$ cat src/hw/rtl/pvp_pkg.sv
// pvp_pkg: types and constants shared by the perspective viewport projection block
// no dependencies
`default_nettype none
package pvp_pkg;

  localparam int COEF_W   = 32;
  localparam int CLIP_W   = 58;
  localparam int MAG_W    = 57;
  localparam int SIZE_W   = 16;
  localparam int K_W      = 23;
  localparam int NUM_W    = 80;
  localparam int QB       = 35;
  localparam int DIV_LAT  = QB + 1;
  localparam int PIX_W    = 40;
  localparam int NUM_ROWS = 6;
  localparam logic [CLIP_W-1:0] W_MIN_Q16 = CLIP_W'(656);

  typedef enum logic [3:0] {
    REG_ROW_X0  = 4'd0,
    REG_ROW_X1  = 4'd1,
    REG_ROW_Y0  = 4'd2,
    REG_ROW_Y1  = 4'd3,
    REG_ROW_W0  = 4'd4,
    REG_ROW_W1  = 4'd5,
    REG_WIDTH   = 4'd6,
    REG_HEIGHT  = 4'd7
  } cfg_reg_t;

  typedef struct packed {
    logic signed [31:0] point_x;
    logic signed [31:0] point_y;
    logic signed [31:0] point_z;
  } in_item_t;

  typedef struct packed {
    logic               visible;
    logic signed [31:0] pixel_x;
    logic signed [31:0] pixel_y;
  } out_item_t;

  typedef struct packed {
    logic                     vis;
    logic signed [CLIP_W-1:0] cx;
    logic signed [CLIP_W-1:0] cy;
    logic signed [CLIP_W-1:0] cw;
  } clip_item_t;

  typedef struct packed {
    logic full;
    logic empty;
  } q_stat_t;

  typedef logic [NUM_ROWS-1:0][63:0] matrix_t;

endpackage
`default_nettype wire

$ cat src/hw/rtl/pvp_queue.sv
// pvp_queue: short fifo between the front and the back
// depends on pvp_pkg
`default_nettype none
module pvp_queue
  import pvp_pkg::*;
#(
  parameter int DEPTH = 4
) (
  input  wire logic       clk,
  input  wire logic       rst_n,
  input  wire logic       push,
  input  wire clip_item_t wdata,
  input  wire logic       pop,
  output clip_item_t      rdata,
  output q_stat_t         stat
);

  localparam int PTR_W = (DEPTH > 1) ? $clog2(DEPTH) : 1;
  localparam int CNT_W = $clog2(DEPTH + 1);

  clip_item_t       mem [DEPTH];
  logic [PTR_W-1:0] wr_ptr_r, rd_ptr_r;
  logic [CNT_W-1:0] count_r;

  function automatic logic [PTR_W-1:0] bump(logic [PTR_W-1:0] p);
    return (p == PTR_W'(DEPTH - 1)) ? '0 : p + 1'b1;
  endfunction

  assign stat.full  = (count_r == CNT_W'(DEPTH));
  assign stat.empty = (count_r == '0);
  assign rdata      = mem[rd_ptr_r];

  always_ff @(posedge clk) begin
    if (push) begin
      mem[wr_ptr_r] <= wdata;
    end
  end

  always_ff @(posedge clk) begin
    if (!rst_n) begin
      wr_ptr_r <= '0;
      rd_ptr_r <= '0;
      count_r  <= '0;
    end else begin
      if (push) wr_ptr_r <= bump(wr_ptr_r);
      if (pop)  rd_ptr_r <= bump(rd_ptr_r);
      if (push && !pop)      count_r <= count_r + 1'b1;
      else if (pop && !push) count_r <= count_r - 1'b1;
    end
  end

endmodule
`default_nettype wire

$ cat config.mk
export PLATFORM = sky130hd
export DESIGN_NAME = pvp_queue
export DESIGN_NICKNAME = d
export VERILOG_FILES = /design/src/hw/rtl/pvp_pkg.sv /design/src/hw/rtl/pvp_queue.sv
export SDC_FILE = /design/constraint.sdc
export NUM_CORES = 1
export LEC_CHECK = 0
export BUFFER_PORTS_ARGS = -buffer_cell sky130_fd_sc_hd__buf_2
export CORE_MARGIN = 5
export CORE_UTILIZATION = 46
export DETAILED_ROUTE_END_ITERATION = 6
export HOLD_SLACK_MARGIN = 0.06
export PLACE_DENSITY = 0.71
export RECOVER_POWER = 50
export SLEW_MARGIN = 15
export SYNTH_ARGS = -nofsm -noshare
export SYNTH_HDL_FRONTEND = slang
export SYNTH_SLANG_ARGS = --single-unit
$ cat constraint.sdc
create_clock -name clk -period 7.4 [get_ports clk]
set_input_delay 0.74 -clock clk [delete_from_list [all_inputs] [get_ports clk]]
set_output_delay 0.74 -clock clk [all_outputs]
set_load 0.02 [all_outputs]
# Word-level counts from Yosys, hierarchy flattened
# Memories as Yosys holds them, arrays and structs flattened. A register that Yosys moved wholly into a read port is not among the register bits.
# Cells that the tools add are included.
word_totals:
  n_memories: 1
  mem_bits_ro: 0
  latchBits: 0
  mem_bits_rw: 700
  register_bits: 7
mem_list:
  columns: ["name", "words", "word_bits", "rd", "rd_ports_with_merged_regs", "wr", "line", "rtl"]
  rows:
  - ["mem", 4, 175, 1, 1, 1, "pvp_queue.sv:21", "clip_item_t mem [DEPTH];"]
op_classes:
  div: 0
  magnitude_cmp: 0
  bitwise: 0
  eq_ne: 3
  reduce_logical: 6
  add_sub_neg: 4
  shift: 0
  muxes: 8
  multipliers: 0
op_table:
  columns: ["op", "n"]
  rows:
  - ["$mux W2", 4]
  - ["$mux W3", 2]
  - ["$add A2 B1 Y2 const B", 2]
  - ["$eq A2 B2 Y1 const B", 2]
  - ["$add A3 B1 Y3 const B", 1]
  - ["$eq A3 B3 Y1 const B", 1]
  - ["$logic_not A3 Y1", 1]
  - ["$sub A3 B1 Y3 const B", 1]
  - ["$logic_and A1 B1 Y1", 2]
  - ["$logic_not A1 Y1", 2]
  - ["$mux W1", 2]
  - ["$reduce_bool A2 Y1", 1]

# Logic depth before layout (Yosys ltp)
# Gate-level depths: netlist of the first run.
depth:
  ltp_word: 4
  depth_mapped: 7
  ltp_nobuf: 7

# Worst setup path before layout of the first run
# OpenSTA, ideal clock, no wires.
synth_timing:
  kind: "input-to-reg"
  startpoint: "in push"
  endpoint: "mem mem[0][0] (netlist name) (enable)"
  path_stages: 1
  required_time_ns: 6.844
  setup_ns: 0.556
  path_slack_ns: 2.124
  arrival_ns: 4.720
  path_cell_list: "and2_1"
synth_between:
  elab_chain_len: 2
synth_lines:
  columns: ["item", "line", "rtl"]
  rows:
  - ["start: declaration", "pvp_queue.sv:11", "input wire logic push,"]
  - ["$mux W1", "pvp_queue.sv:34", "if (push) begin"]
  - ["$mux W1 (implied by the code)", "pvp_queue.sv:35", "mem[wr_ptr_r] <= wdata;"]
  - ["end: declaration", "pvp_queue.sv:21", null]
# No other way between the ends.

# Final worst setup path of the first run
layout_timing:
  startpoint: "reg wr_ptr_r[0]"
  endpoint: "mem mem[0][156] (netlist name) (enable)"
layout_lines:
  columns: ["item", "line", "rtl"]
  rows:
  - ["start: declaration", "pvp_queue.sv:22", "logic [PTR_W-1:0] wr_ptr_r, rd_ptr_r;"]
  - ["start signal: assignment", "pvp_queue.sv:45", "if (push) wr_ptr_r <= bump(wr_ptr_r);"]
# Straight into the memory's write port.

==> results of run 1 <==
cell usage in the layout, fill, tap and decap left out, types with 3 or more instances in the layout:
cell	netlist	routed
sky130_fd_sc_hd__and2_0	0	3
sky130_fd_sc_hd__buf_4	2	12
sky130_fd_sc_hd__mux2i_1	4	4
sky130_fd_sc_hd__inv_1	4	4
sky130_fd_sc_hd__edfxtp_1	700	700
sky130_fd_sc_hd__clkinv_1	0	15
sky130_fd_sc_hd__buf_2	16	179
sky130_fd_sc_hd__clkinv_2	0	17
sky130_fd_sc_hd__diode_2	0	6
sky130_fd_sc_hd__mux4_2	175	175
sky130_fd_sc_hd__dfxtp_1	9	7
sky130_fd_sc_hd__nor2b_1	5	5
sky130_fd_sc_hd__clkbuf_1	1	186
sky130_fd_sc_hd__ha_1	6	6
sky130_fd_sc_hd__clkbuf_16	0	78
sky130_fd_sc_hd__bufinv_16	0	4
power by group through the flow:
stage,Combinational [mW],Sequential [mW],Clock [mW]
2_1_floorplan,0.533,4.75,0
3_3_place_gp,0.824,4.74,0
3_5_place_dp,0.833,4.75,0
4_1_cts,0.836,4.66,3.56
5_1_grt,0.857,4.68,3.73
6_report,0.798,4.66,3.47
per-layer routing:
layer  GRT usage [%]  vias to the layer above
li1                -                     4978
met1            21.6                     6031
met4            5.92                        2
met2            26.3                      342
met3            4.40                       90
met5               0                        -
metrics by stage:
stage | util [%] | cells | worst slack (ns) | hold slack (ns) | instance area (um^2)
after global routing | 54.8 | 2163 | 1.72 | 0.366 | 30300
after global placement | 51.1 | 2036 | 4.06 | 0.489 | 28300
after CTS | 55.3 | 2163 | 3.39 | 0.298 | 30600
after floorplan | - | 958 | 2.12 | 0.472 | 25700
after detailed placement | 51.1 | 2036 | 4.06 | 0.535 | 28300
final | 54.9 | 2169 | 2.22 | 0.394 | 30400
flip-flops by register name, indices dropped and copies added (netlist names), named ones only:
signal / count
count_r: 3
mem: 700
rd_ptr_r: 2
wr_ptr_r: 2
synth_stat cells:
| library cell | number | share of area, % |
|---|---|---|
| sky130_fd_sc_hd__edfxtp_1 | 700 | 82 |
| sky130_fd_sc_hd__mux4_2 | 175 | 15 |
| sky130_fd_sc_hd__buf_6 | 17 | 0.74 |
| sky130_fd_sc_hd__buf_2 | 16 | 0.31 |
| sky130_fd_sc_hd__dfxtp_1 | 9 | 0.70 |
| sky130_fd_sc_hd__ha_1 | 6 | 0.29 |
| sky130_fd_sc_hd__and2_1 | 5 | 0.12 |
| sky130_fd_sc_hd__nor2b_1 | 5 | 0.12 |
| sky130_fd_sc_hd__inv_1 | 4 | 0.058 |
| sky130_fd_sc_hd__mux2i_1 | 4 | 0.16 |
| sky130_fd_sc_hd__buf_1 | 2 | 0.029 |
| sky130_fd_sc_hd__buf_4 | 2 | 0.058 |
| sky130_fd_sc_hd__nor3_1 | 2 | 0.039 |
| sky130_fd_sc_hd__a21boi_0 | 1 | 0.029 |
| sky130_fd_sc_hd__buf_8 | 1 | 0.058 |
| sky130_fd_sc_hd__clkbuf_1 | 1 | 0.015 |
| sky130_fd_sc_hd__fa_1 | 1 | 0.078 |
| sky130_fd_sc_hd__nor2_1 | 1 | 0.015 |
| sky130_fd_sc_hd__nor3b_1 | 1 | 0.029 |
| sky130_fd_sc_hd__o21a_1 | 1 | 0.029 |
| sky130_fd_sc_hd__o21ai_0 | 1 | 0.019 |
| sky130_fd_sc_hd__or3_1 | 1 | 0.024 |
| sky130_fd_sc_hd__xnor2_1 | 1 | 0.034 |
| sky130_fd_sc_hd__xor2_1 | 1 | 0.034 |
kinds of logic after synthesis:
kind of cell / Yosys count / share of synthesized area, %
flip-flops: 709 / 82.4
multiplexers: 179 / 15.5
buffers and inverters: 43 / 1.27
AND/OR/NAND/NOR: 15 / 0.350
adder cells (fa/ha/maj): 7 / 0.370
AO/OA/AOI/OAI: 3 / 0.0778
XOR/XNOR: 2 / 0.0681
area by class of cell:
class	instances	share of cell area (%)
sequential	709	69.9
multi-input combinational	206	13.9
clock buffer	88	6.55
timing repair buffer	369	5.56
tap	748	3.08
clock inverter	39	0.969
inverter	4	0.0495
antenna	6	0.0495
worst max path at each step:
stage	slack (ns)	cells after the start	endpoint
floorplan	2.12	1	mem[0][0]$_DFFE_PP_
global placement	4.06	3	rdata[108]
detailed placement	4.06	3	rdata[115]
CTS	3.39	3	rdata[115]
global route	1.72	5	mem[0][31]$_DFFE_PP_
finish	2.22	5	mem[0][156]$_DFFE_PP_
==> flow_summary.html, run 1 <==
<table>
<tr><th>Metric</th><th>Value</th></tr>
<tr><th colspan="2">Final layout</th></tr>
<tr><td>Register area</td><td>21200 um^2</td></tr>
<tr><td>Layout-stage area growth over the synthesis result</td><td>17.9%</td></tr>
<tr><td>Final layout net count</td><td>1549</td></tr>
<tr><td>Fraction of final layout cells sized beyond drive strength 1</td><td>33.4%</td></tr>
<tr><td>Area taken by multi-input logic gates</td><td>4210 um^2</td></tr>
<tr><td>Number of filler instances in the final layout</td><td>4235</td></tr>
<tr><th colspan="2">Clocking</th></tr>
<tr><td>Clock network latency to the later pin of the worst-skew pair</td><td>0.59 ns</td></tr>
<tr><td>Maximum root-to-sink buffer count</td><td>3</td></tr>
<tr><td># clock sinks</td><td>709</td></tr>
<tr><td>Count of H-tree levels built during CTS</td><td>3</td></tr>
<tr><td>Clock slew at reported path FFs</td><td>0.06 ns</td></tr>
<tr><td>Clock buffers created by TritonCTS</td><td>73</td></tr>
<tr><td>Clock tree from TritonCTS</td><td>yes</td></tr>
<tr><td>Clk root buf</td><td>sky130_fd_sc_hd__clkbuf_16</td></tr>
<tr><td>Post-cts gate resize count</td><td>0</td></tr>
<tr><td>Post-CTS Setup Repair Bufs</td><td>0</td></tr>
<tr><td>Total of hold buffers inserted after clock tree synthesis</td><td>0</td></tr>
<tr><th colspan="2">STA</th></tr>
<tr><td>Part of the cycle the worst path needs</td><td>69.9%</td></tr>
<tr><td>Final Hold Viols</td><td>0</td></tr>
<tr><td>Final clock skew</td><td>0.0219 ns</td></tr>
<tr><td>Final max-slew violation count</td><td>124</td></tr>
<tr><td>Count of endpoints failing setup in the final report</td><td>0</td></tr>
<tr><td>Shortest period the worst path allows</td><td>5.18 ns</td></tr>
<tr><td>Setup TNS Final</td><td>0 ns</td></tr>
<tr><td>Fmax</td><td>193 MHz</td></tr>
<tr><td>Transition time at the pin with the least slew margin</td><td>3.92 ns</td></tr>
<tr><td>Max transition margin</td><td>-161%</td></tr>
<tr><td>RSZ-0062 raised after global routing</td><td>false</td></tr>
<tr><th colspan="2">Job</th></tr>
<tr><td>Count of max-cap constraint violations</td><td>3</td></tr>
<tr><th colspan="2">Worst setup path</th></tr>
<tr><td>Worst R2R Start</td><td>wr_ptr_r[0]$_SDFFE_PN0P_</td></tr>
<tr><td>End of the worst register-to-register path</td><td>mem[0][156]$_DFFE_PP_</td></tr>
<tr><td>Longest individual stage delay on the worst path</td><td>2.80 ns</td></tr>
<tr><td>Cell family with the largest share of critical-path delay</td><td>simple AND/OR/NAND/NOR gates</td></tr>
<tr><td>Worst path arrival time</td><td>5.40 ns</td></tr>
<tr><td>WS Path Type</td><td>register to register</td></tr>
<tr><td>Start point of the critical path</td><td>wr_ptr_r[0]$_SDFFE_PN0P_</td></tr>
<tr><td>Worst-case register-to-register setup slack</td><td>2.22 ns</td></tr>
<tr><td>Type of element launching the critical path</td><td>register</td></tr>
<tr><td>Most common cell on crit path</td><td>sky130_fd_sc_hd__buf_4</td></tr>
<tr><td>Worst-path maximum fanout</td><td>50</td></tr>
<tr><td>Slowest-stage cell, CP</td><td>sky130_fd_sc_hd__and2_0</td></tr>
<tr><td>Worst Path Required</td><td>7.62 ns</td></tr>
<tr><td>Endpoint class of the critical path</td><td>register</td></tr>
<tr><td>Sequence of cells on the critical path</td><td>inv_1, ha_1, and2_0, buf_4, buf_4</td></tr>
<tr><td>CP bufs+invs</td><td>3</td></tr>
<tr><td>Worst R2R Path Depth</td><td>5</td></tr>
<tr><th colspan="2">Power</th></tr>
<tr><td>Gate power share</td><td>8.9%</td></tr>
<tr><td>Power Density</td><td>294 nW/um^2</td></tr>
<tr><td>P_int</td><td>6.96 mW</td></tr>
<tr><td>Clock network fraction of design power</td><td>38.9%</td></tr>
<tr><td>Total power</td><td>8.93 mW</td></tr>
<tr><td>Relative contribution of sequential cells to total power</td><td>52.2%</td></tr>
<tr><td>Largest vdd supply drop</td><td>0.265 mV</td></tr>
<tr><td>Leakage</td><td>9.71 nW</td></tr>
<tr><td>Reported net switching power</td><td>1.97 mW</td></tr>
<tr><td>Switching share of power</td><td>22.1%</td></tr>
<tr><th colspan="2">Worst hold path</th></tr>
<tr><td>Hold Startpoint</td><td>wdata[60]</td></tr>
<tr><td>Worst hold path class</td><td>input port to register</td></tr>
<tr><td>End point of the worst hold path</td><td>mem[3][60]$_DFFE_PP_</td></tr>
<tr><td>Worst hold path stage count</td><td>1</td></tr>
<tr><th colspan="2">Detailed routing</th></tr>
<tr><td>Mean routed wirelength per cell</td><td>22.8 um</td></tr>
<tr><td>Vias per cell</td><td>5.28</td></tr>
<tr><td>M1 WL</td><td>19700 um</td></tr>
<tr><td>Sum of met2 wire segment lengths after detailed routing</td><td>24900 um</td></tr>
<tr><td>Wire length on met3</td><td>3580 um</td></tr>
<tr><td>Antenna Nets Post-Route</td><td>0</td></tr>
<tr><td>Total wire length</td><td>49600 um</td></tr>
<tr><td>First-iteration detailed-routing DRC count</td><td>677</td></tr>
<tr><td>Uppermost signal routing layer after detailed routing</td><td>met5</td></tr>
<tr><td>Number of optimization iterations in the first detailed-route pass</td><td>4</td></tr>
<tr><td>Remaining design rule violation count</td><td>0</td></tr>
<tr><td>Detailed-route via count</td><td>11.4k</td></tr>
<tr><th colspan="2">Global routing</th></tr>
<tr><td>Antenna violations before repair</td><td>5</td></tr>
<tr><td>GRT Overall Usage</td><td>16.3%</td></tr>
<tr><td>Global-route wire length before repair</td><td>74600 um</td></tr>
<tr><td>Via count of the first global-routing pass</td><td>12.4k</td></tr>
<tr><td>Total congestion overflow after global routing</td><td>0</td></tr>
<tr><td>Maximum number of pins on one net before global-route repair</td><td>104</td></tr>
<tr><th colspan="2">Floorplan</th></tr>
<tr><td>Chip height</td><td>247 um</td></tr>
<tr><td>Total I/O pin count</td><td>356</td></tr>
<tr><td>Die Footprint</td><td>60800 um^2</td></tr>
<tr><td>Num rows</td><td>86</td></tr>
<tr><td>Horiz. Die Dim</td><td>247 um</td></tr>
<tr><td>Core region area</td><td>55300 um^2</td></tr>
<tr><td>Initial core utilization</td><td>46.5%</td></tr>
<tr><th colspan="2">Synth</th></tr>
<tr><td>Synth Cell Area</td><td>25700 um^2</td></tr>
<tr><td>Synth warnings</td><td>0</td></tr>
<tr><td>Post-synthesis net count</td><td>1144</td></tr>
<tr><td>Number of cells produced by synthesis</td><td>958</td></tr>
<tr><td>Cell variety after synth</td><td>24</td></tr>
<tr><td>Sequential element share of the synthesized area</td><td>82.4%</td></tr>
<tr><td>Per-instance average area after synthesis</td><td>26.9 um^2</td></tr>
<tr><td>Number of flip-flops and latches in the synthesized netlist</td><td>709</td></tr>
<tr><th colspan="2">Placed design</th></tr>
<tr><td>Port bufs</td><td>355</td></tr>
<tr><td>Final Wtd Congestion</td><td>0.716</td></tr>
<tr><td>Post-DP HPWL</td><td>30000 um</td></tr>
<tr><th colspan="2">Run status</th></tr>
<tr><td>Outcome</td><td>complete, but fails checks</td></tr>
<tr><td>Violated checks</td><td>max-capacitance violations, max-slew violations</td></tr>
</table>
Power figures use the tool's default switching activity.
==> run 2, diff against run 1 <==
==> constraint.sdc (replaced) <==
create_clock -name clk -period 5.4 [get_ports clk]
set_input_delay 0.54 -clock clk [delete_from_list [all_inputs] [get_ports clk]]
set_output_delay 0.54 -clock clk [all_outputs]
set_load 0.02 [all_outputs]
==> run 2 against run 1 <==
Against the previous run:
- the flow still finishes with violations (max-capacitance violations, max-slew violations)
- count of clock-buffer cells in the layout increased by 9
- power up 36%
- clock skew up 0.0032 ns
- register-to-register slack got worse by 0.03 ns
- final area up 0.12%
- worst hold slack worse by 0.19 ns
- sequential share of layout area decreased by 0.086 points
==> flow_summary.html, run 2 (synthesized netlist as in run 1, its figures left out) <==
<table>
<tr><th>Metric</th><th>Value</th></tr>
<tr><th colspan="2">Job</th></tr>
<tr><td>Count of max-cap constraint violations</td><td>1 (-2)</td></tr>
<tr><th colspan="2">Final layout</th></tr>
<tr><td>Number of flip-flops under the largest register name</td><td>700 (unchanged)</td></tr>
<tr><td>Regs by FF count</td><td>mem x700, count_r x3</td></tr>
<tr><td>Fraction of final layout cells sized beyond drive strength 1</td><td>32.9% (-0.52 points)</td></tr>
<tr><td>Non-Filler Instances</td><td>2169 (unchanged)</td></tr>
<tr><td>Number of filler instances in the final layout</td><td>4229 (-0.14%)</td></tr>
<tr><td>Final layout net count</td><td>1549 (unchanged)</td></tr>
<tr><td>Register ranked first by flip-flop count</td><td>mem</td></tr>
<tr><td>Leading cell type in the layout, fill and taps excluded</td><td>sky130_fd_sc_hd__edfxtp_1</td></tr>
<tr><td>Commonest cells after routing, fill and taps aside</td><td>sky130_fd_sc_hd__edfxtp_1 (700), sky130_fd_sc_hd__clkbuf_1 (198), sky130_fd_sc_hd__buf_2 (179)</td></tr>
<tr><td>Layout-stage area growth over the synthesis result</td><td>18.1%</td></tr>
<tr><td>Final core utilization</td><td>54.9% (+0.068 points)</td></tr>
<tr><th colspan="2">STA</th></tr>
<tr><td>Hold Worst Slack</td><td>0.206 ns (-0.188 ns)</td></tr>
<tr><td>Final Hold Viols</td><td>0 (unchanged)</td></tr>
<tr><td>Max transition margin</td><td>-21.5% (+140 points)</td></tr>
<tr><td>Shortest period the worst path allows</td><td>3.33 ns</td></tr>
<tr><td>Fmax</td><td>300 MHz</td></tr>
<tr><td>Final clock skew</td><td>0.0251 ns (+0.00320 ns)</td></tr>
<tr><td>Count of endpoints failing setup in the final report</td><td>0 (unchanged)</td></tr>
<tr><td>RSZ-0062 raised after global routing</td><td>false</td></tr>
<tr><td>Transition time at the pin with the least slew margin</td><td>1.82 ns (-2.10 ns)</td></tr>
<tr><td>Setup TNS Final</td><td>0 ns (unchanged)</td></tr>
<tr><td>Final max-slew violation count</td><td>23 (-81%)</td></tr>
<tr><td>Part of the cycle the worst path needs</td><td>61.8%</td></tr>
<tr><th colspan="2">Floorplan</th></tr>
<tr><td>Core region area</td><td>55300 um^2 (unchanged)</td></tr>
<tr><td>Total I/O pin count</td><td>356 (unchanged)</td></tr>
<tr><td>Num rows</td><td>86 (unchanged)</td></tr>
<tr><td>Chip height</td><td>247 um (unchanged)</td></tr>
<tr><td>Horiz. Die Dim</td><td>247 um (unchanged)</td></tr>
<tr><td>Initial core utilization</td><td>46.5% (unchanged)</td></tr>
<tr><td>Die Footprint</td><td>60800 um^2 (unchanged)</td></tr>
<tr><th colspan="2">Clocking</th></tr>
<tr><td>Post-cts gate resize count</td><td>0 (unchanged)</td></tr>
<tr><td>Total of hold buffers inserted after clock tree synthesis</td><td>0 (unchanged)</td></tr>
<tr><td>Count of H-tree levels built during CTS</td><td>3 (unchanged)</td></tr>
<tr><td>Clock buffers created by TritonCTS</td><td>73 (unchanged)</td></tr>
<tr><td>Clock network latency to the later pin of the worst-skew pair</td><td>0.58 ns (about the same)</td></tr>
<tr><td>Clock slew at reported path FFs</td><td>0.06 ns (about the same)</td></tr>
<tr><td>Clock tree from TritonCTS</td><td>yes</td></tr>
<tr><td>Maximum root-to-sink buffer count</td><td>3 (unchanged)</td></tr>
<tr><td>Post-CTS Setup Repair Bufs</td><td>0 (unchanged)</td></tr>
<tr><td># clock sinks</td><td>709 (unchanged)</td></tr>
<tr><td>Clk root buf</td><td>sky130_fd_sc_hd__clkbuf_16</td></tr>
<tr><th colspan="2">Detailed routing</th></tr>
<tr><td>First-iteration detailed-routing DRC count</td><td>889 (+31%)</td></tr>
<tr><td>Mean routed wirelength per cell</td><td>22.5 um (-1.3%)</td></tr>
<tr><td>Detailed-route via count</td><td>11.5k (+0.10%)</td></tr>
<tr><td>Antenna Nets Post-Route</td><td>0 (unchanged)</td></tr>
<tr><td>Total wire length</td><td>48900 um (-1.3%)</td></tr>
<tr><td>Vias per cell</td><td>5.28 (+0.10%)</td></tr>
<tr><td>Remaining design rule violation count</td><td>0 (unchanged)</td></tr>
<tr><td>Number of optimization iterations in the first detailed-route pass</td><td>4 (unchanged)</td></tr>
<tr><th colspan="2">Global routing</th></tr>
<tr><td>Antenna violations before repair</td><td>5 (unchanged)</td></tr>
<tr><td>Global-route wire length before repair</td><td>73400 um (-1.7%)</td></tr>
<tr><td>Maximum number of pins on one net before global-route repair</td><td>101 (-2.9%)</td></tr>
<tr><td>Total congestion overflow after global routing</td><td>0 (unchanged)</td></tr>
<tr><td>Via count of the first global-routing pass</td><td>12.1k (-2.0%)</td></tr>
<tr><td>GRT Overall Usage</td><td>15.9% (-0.32 points)</td></tr>
<tr><th colspan="2">Placed design</th></tr>
<tr><td>Post-DP HPWL</td><td>29100 um (-3.2%)</td></tr>
<tr><td>Final Wtd Congestion</td><td>0.716 (about the same)</td></tr>
<tr><td>Cell total after placement</td><td>2036 (unchanged)</td></tr>
<tr><td>Port bufs</td><td>355 (unchanged)</td></tr>
<tr><th colspan="2">Run status</th></tr>
<tr><td>Outcome</td><td>complete, but fails checks</td></tr>
<tr><td>Violated checks</td><td>max-capacitance violations, max-slew violations</td></tr>
<tr><th colspan="2">Power</th></tr>
<tr><td>Power Density</td><td>401 nW/um^2 (+36%)</td></tr>
<tr><td>Leakage</td><td>9.69 nW (-0.20%)</td></tr>
<tr><td>Largest vdd supply drop</td><td>0.388 mV (+47%)</td></tr>
<tr><th colspan="2">Worst hold path</th></tr>
<tr><td>Worst hold path class</td><td>input port to register</td></tr>
<tr><th colspan="2">Worst setup path</th></tr>
<tr><td>Worst Path Required</td><td>4.86 ns (-2.76 ns)</td></tr>
<tr><td>Endpoint class of the critical path</td><td>output pin</td></tr>
<tr><td>Worst-path maximum fanout</td><td>53 (+6.0%)</td></tr>
<tr><td>WS Path Type</td><td>register to output pin</td></tr>
<tr><td>Type of element launching the critical path</td><td>register</td></tr>
<tr><td>Worst path arrival time</td><td>2.79 ns (-2.61 ns)</td></tr>
</table>
[run 2: final cells by class]
cell class	count	area, um^2	share of cell area, %
antenna	5	12.5	0.0412
clock buffer	97	1940	6.37
clock inverter	31	314	1.03
inverter	4	15.0	0.0494
multi-input combinational	206	4200	13.8
sequential	709	21200	69.8
tap	748	936	3.08
timing repair buffer	369	1760	5.80
[run 2: where the power goes]
group	switching, mW	internal (mW)	total, mW
combinational	0.672	0.424	1.10
clock	1.94	2.77	4.70
sequential	0.0749	6.31	6.39
total	2.68	9.51	12.2
[run 2: final timing paths]
| path | start | to | slack [ns] | cells past startpoint |
|---|---|---|---|---|
| min | wdata[70] | mem[2][70]$_DFFE_PP_ | 0.21 | 1 |
| max reg2reg | wr_ptr_r[1]$_SDFFE_PN0P_ | mem[1][29]$_DFFE_PP_ | 2.19 | 4 |
| min reg2reg | count_r[2]$_SDFFE_PN0P_ | count_r[2]$_SDFFE_PN0P_ | 0.54 | 2 |
| max | register | rdata[142] | 2.07 | 3 |
[run 2: metal layers]
metal | track usage [%] | wire (um) | vias up
met1 | 20.6 | 19000 | 6055
met4 | 5.84 | 1390 | 6
li1 | - | - | 4975
met2 | 25.9 | 24900 | 330
met3 | 4.93 | 3530 | 89
met5 | 0 | 46 | -
[run 2: worst max-delay path: stages, from the launching register on]
cell	delay, ns
sky130_fd_sc_hd__dfxtp_4	0.91
sky130_fd_sc_hd__buf_12	0.46
sky130_fd_sc_hd__mux4_2	0.58
sky130_fd_sc_hd__buf_2	0.18
[run 2: metrics by stage]
stage,power (mW),setup WS (ns),cell area [um^2]
after floorplan,7.23,0.313,25700
after global placement,7.62,2.59,28400
after detailed placement,7.65,2.58,28400
after CTS,12.4,1.92,30600
after global routing,12.7,1.80,30400
final,12.2,2.07,30400
==> run 3, diff against run 2 <==
==> constraint.sdc (replaced) <==
create_clock -name clk -period 3.3 [get_ports clk]
set_input_delay 0.33 -clock clk [delete_from_list [all_inputs] [get_ports clk]]
set_output_delay 0.33 -clock clk [all_outputs]
set_load 0.02 [all_outputs]
==> run 3 against run 2 <==
Against the previous run:
- the flow now finishes without violations
- sequential power rose by 63%
- register-to-register slack got worse by 1.3 ns
- count of clock-buffer cells in the layout fell by 8
- critical path type unchanged
- critical endpoint is now rdata[115]
==> flow_summary.html, run 3 (synthesized netlist as in run 1, its figures left out) <==
<table>
<tr><th>Metric</th><th>Value</th></tr>
<tr><th colspan="2">Run status</th></tr>
<tr><td>Outcome</td><td>finished, final reports clean</td></tr>
<tr><th colspan="2">Final layout</th></tr>
<tr><td>Final core utilization</td><td>59.1% (+4.2 points)</td></tr>
<tr><td>Leading cell type in the layout, fill and taps excluded</td><td>sky130_fd_sc_hd__edfxtp_1</td></tr>
<tr><td>Number of flip-flops under the largest register name</td><td>700 (unchanged)</td></tr>
<tr><td>Layout-stage area growth over the synthesis result</td><td>27.1%</td></tr>
<tr><td>Commonest cells after routing, fill and taps aside</td><td>sky130_fd_sc_hd__edfxtp_1 (700), sky130_fd_sc_hd__clkbuf_1 (188), sky130_fd_sc_hd__buf_2 (180)</td></tr>
<tr><td>Final layout net count</td><td>1766 (+14%)</td></tr>
<tr><td>Regs by FF count</td><td>mem x700, count_r x3</td></tr>
<tr><td>Final Cell Area</td><td>32700 um^2 (+7.7%)</td></tr>
<tr><td>Register ranked first by flip-flop count</td><td>mem</td></tr>
<tr><td>Fraction of final layout cells sized beyond drive strength 1</td><td>31.6% (-1.3 points)</td></tr>
<tr><th colspan="2">Clocking</th></tr>
<tr><td># clock sinks</td><td>709 (unchanged)</td></tr>
<tr><td>Clock buffers created by TritonCTS</td><td>72 (-1.4%)</td></tr>
<tr><td>Count of H-tree levels built during CTS</td><td>3 (unchanged)</td></tr>
<tr><td>Clock tree from TritonCTS</td><td>yes</td></tr>
<tr><td>Maximum root-to-sink buffer count</td><td>3 (unchanged)</td></tr>
<tr><td>Clock network latency to the later pin of the worst-skew pair</td><td>0.59 ns (about the same)</td></tr>
<tr><td>Clock slew at reported path FFs</td><td>0.06 ns (about the same)</td></tr>
<tr><td>Post-CTS Setup Repair Bufs</td><td>0 (unchanged)</td></tr>
<tr><td>Clk root buf</td><td>sky130_fd_sc_hd__clkbuf_16</td></tr>
<tr><th colspan="2">Power</th></tr>
<tr><td>Gate power share</td><td>10.3% (+1.3 points)</td></tr>
<tr><td>Leakage</td><td>10.8 nW (+11%)</td></tr>
<tr><td>Largest vdd supply drop</td><td>0.434 mV (+12%)</td></tr>
<tr><td>P_int</td><td>15.9 mW (+67%)</td></tr>
<tr><td>Clock network fraction of design power</td><td>38.7% (about the same)</td></tr>
<tr><td>Relative contribution of sequential cells to total power</td><td>51.0% (-1.4 points)</td></tr>
<tr><td>Power Density</td><td>625 nW/um^2 (+56%)</td></tr>
<tr><td>Reported net switching power</td><td>4.56 mW (+70%)</td></tr>
<tr><td>Switching share of power</td><td>22.3% (+0.28 points)</td></tr>
<tr><th colspan="2">Job</th></tr>
<tr><td>Count of max-cap constraint violations</td><td>0 (-1)</td></tr>
<tr><th colspan="2">STA</th></tr>
<tr><td>RSZ-0062 raised after global routing</td><td>false</td></tr>
<tr><td>Count of endpoints failing setup in the final report</td><td>0 (unchanged)</td></tr>
<tr><td>Max transition margin</td><td>9.08% (+31 points)</td></tr>
<tr><td>Final clock skew</td><td>0.0128 ns (-0.0123 ns)</td></tr>
<tr><td>Transition time at the pin with the least slew margin</td><td>1.36 ns (-0.457 ns)</td></tr>
<tr><td>Shortest period the worst path allows</td><td>2.73 ns</td></tr>
<tr><td>Fmax</td><td>366 MHz</td></tr>
<tr><td>Final Hold Viols</td><td>0 (unchanged)</td></tr>
<tr><td>Part of the cycle the worst path needs</td><td>82.8%</td></tr>
<tr><td>Setup TNS Final</td><td>0 ns (unchanged)</td></tr>
<tr><td>Final max-slew violation count</td><td>0 (-100%)</td></tr>
<tr><th colspan="2">Global routing</th></tr>
<tr><td>Global-route wire length before repair</td><td>82700 um (+13%)</td></tr>
<tr><td>GRT Overall Usage</td><td>18.1% (+2.1 points)</td></tr>
<tr><td>Maximum number of pins on one net before global-route repair</td><td>50 (-50%)</td></tr>
<tr><td>Total congestion overflow after global routing</td><td>0 (unchanged)</td></tr>
<tr><td>Antenna violations before repair</td><td>4 (-1)</td></tr>
<tr><td>Via count of the first global-routing pass</td><td>13.5k (+11%)</td></tr>
<tr><th colspan="2">Placed design</th></tr>
<tr><td>Post-DP HPWL</td><td>33400 um (+15%)</td></tr>
<tr><td>Placed Area</td><td>28800 um^2 (+1.7%)</td></tr>
<tr><td>Port bufs</td><td>355 (unchanged)</td></tr>
<tr><td>Final Wtd Congestion</td><td>0.759 (+5.9%)</td></tr>
<tr><th colspan="2">Detailed routing</th></tr>
<tr><td>Antenna Nets Post-Route</td><td>0 (unchanged)</td></tr>
<tr><td>Total wire length</td><td>54500 um (+11%)</td></tr>
<tr><td>Remaining design rule violation count</td><td>0 (unchanged)</td></tr>
<tr><td>Detailed-route via count</td><td>12.4k (+8.2%)</td></tr>
<tr><td>First-iteration detailed-routing DRC count</td><td>699 (-21%)</td></tr>
<tr><td>Mean routed wirelength per cell</td><td>22.8 um (+1.3%)</td></tr>
<tr><td>Vias per cell</td><td>5.19 (-1.7%)</td></tr>
<tr><td>Number of optimization iterations in the first detailed-route pass</td><td>5 (+1)</td></tr>
<tr><th colspan="2">Worst setup path</th></tr>
<tr><td>Worst R2R Path Depth</td><td>4 (unchanged)</td></tr>
<tr><td>Type of element launching the critical path</td><td>register</td></tr>
<tr><td>Worst path arrival time</td><td>2.40 ns (-0.39 ns)</td></tr>
<tr><td>Worst Path Required</td><td>2.97 ns (-1.89 ns)</td></tr>
<tr><td>Endpoint class of the critical path</td><td>output pin</td></tr>
<tr><td>Worst R2R Start</td><td>wr_ptr_r[0]$_SDFFE_PN0P_</td></tr>
<tr><td>End of the worst register-to-register path</td><td>mem[2][97]$_DFFE_PP_</td></tr>
<tr><td>Worst-path maximum fanout</td><td>49 (-7.5%)</td></tr>
<tr><td>Worst-case register-to-register setup slack</td><td>0.89 ns (-1.30 ns)</td></tr>
<tr><td>WS Path Type</td><td>register to output pin</td></tr>
<tr><th colspan="2">Floorplan</th></tr>
<tr><td>Initial core utilization</td><td>46.5% (unchanged)</td></tr>
<tr><td>Total I/O pin count</td><td>356 (unchanged)</td></tr>
<tr><td>Chip height</td><td>247 um (unchanged)</td></tr>
<tr><td>Num rows</td><td>86 (unchanged)</td></tr>
<tr><td>Die Footprint</td><td>60800 um^2 (unchanged)</td></tr>
<tr><td>Core region area</td><td>55300 um^2 (unchanged)</td></tr>
<tr><td>Horiz. Die Dim</td><td>247 um (unchanged)</td></tr>
<tr><th colspan="2">Worst hold path</th></tr>
<tr><td>Hold Startpoint</td><td>pop</td></tr>
<tr><td>Worst hold path stage count</td><td>3 (+2)</td></tr>
<tr><td>Worst hold path class</td><td>input port to register</td></tr>
</table>
[run 3: cell count changes in the layout (fill, tap and decap cells not counted), sizes merged]
cell         change
clkbuf           -9
dlygate4sd3    +177
clkinv          +10
buf             +42
inv              +1
diode            -2
clkinvlp         -1
bufinv           +1
[run 3: worst max-delay path by stage]
stage	start	endpoint	slack (ns)
finish	register	rdata[115]	0.57
global route	register	rdata[115]	0.36
CTS	register	rdata[136]	0.44
detailed placement	register	rdata[136]	1.12
global placement	register	rdata[8]	1.14
floorplan	wr_ptr_r[0]$_SDFFE_PN0P_	mem[3][0]$_DFFE_PP_	0.16
[run 3: area by class of cell]
type / count / area, um^2
antenna: 3 / 7.51
fill: 3979 / 22600
multi-input combinational: 206 / 4210
timing repair buffer: 587 / 4020
tap: 748 / 936
clock inverter: 42 / 369
sequential: 709 / 21200
clock buffer: 89 / 1950
inverter: 4 / 15.0
[run 3: through the flow]
step	power, mW	setup slack, ns	cells	hold WS (ns)
6_report	20.5	0.567	2388	0.124
5_1_grt	21.3	0.365	2387	0.0957
4_1_cts	20.7	0.435	2385	0.0638
3_5_place_dp	12.6	1.12	2077	0.505
3_3_place_gp	12.6	1.14	2077	0.486
2_1_floorplan	11.8	0.160	958	0.429
[run 3: layer usage]
metal | track usage, % | vias up | part of all wire [%]
met1 | 23.6 | 6448 | 39
li1 | - | 5428 | -
met5 | 0 | - | 0.051
met2 | 29.9 | 416 | 51
met3 | 4.75 | 95 | 7.2
met4 | 5.97 | 4 | 2.6
[run 3: power groups by stage]
| stage | clock, mW | sequential, mW | combinational (mW) |
|---|---|---|---|
| 2_1_floorplan | 0 | 10.6 | 1.20 |
| 3_3_place_gp | 0 | 10.6 | 1.95 |
| 3_5_place_dp | 0 | 10.6 | 1.98 |
| 4_1_cts | 8.11 | 10.4 | 2.17 |
| 5_1_grt | 8.54 | 10.5 | 2.25 |
| 6_report | 7.92 | 10.4 | 2.10 |
[run 3: worst max-delay path, stage by stage, from the launching register on]
cell	delay [ns]
sky130_fd_sc_hd__dfxtp_4	0.58
sky130_fd_sc_hd__buf_12	0.39
sky130_fd_sc_hd__mux4_2	0.59
sky130_fd_sc_hd__buf_2	0.18
[run 3: what timing repair did]
action / CTS / global route
resized for setup: 0 / 0
hold buffers: 177 / 0
endpoints found under the hold margin: 709 / 0
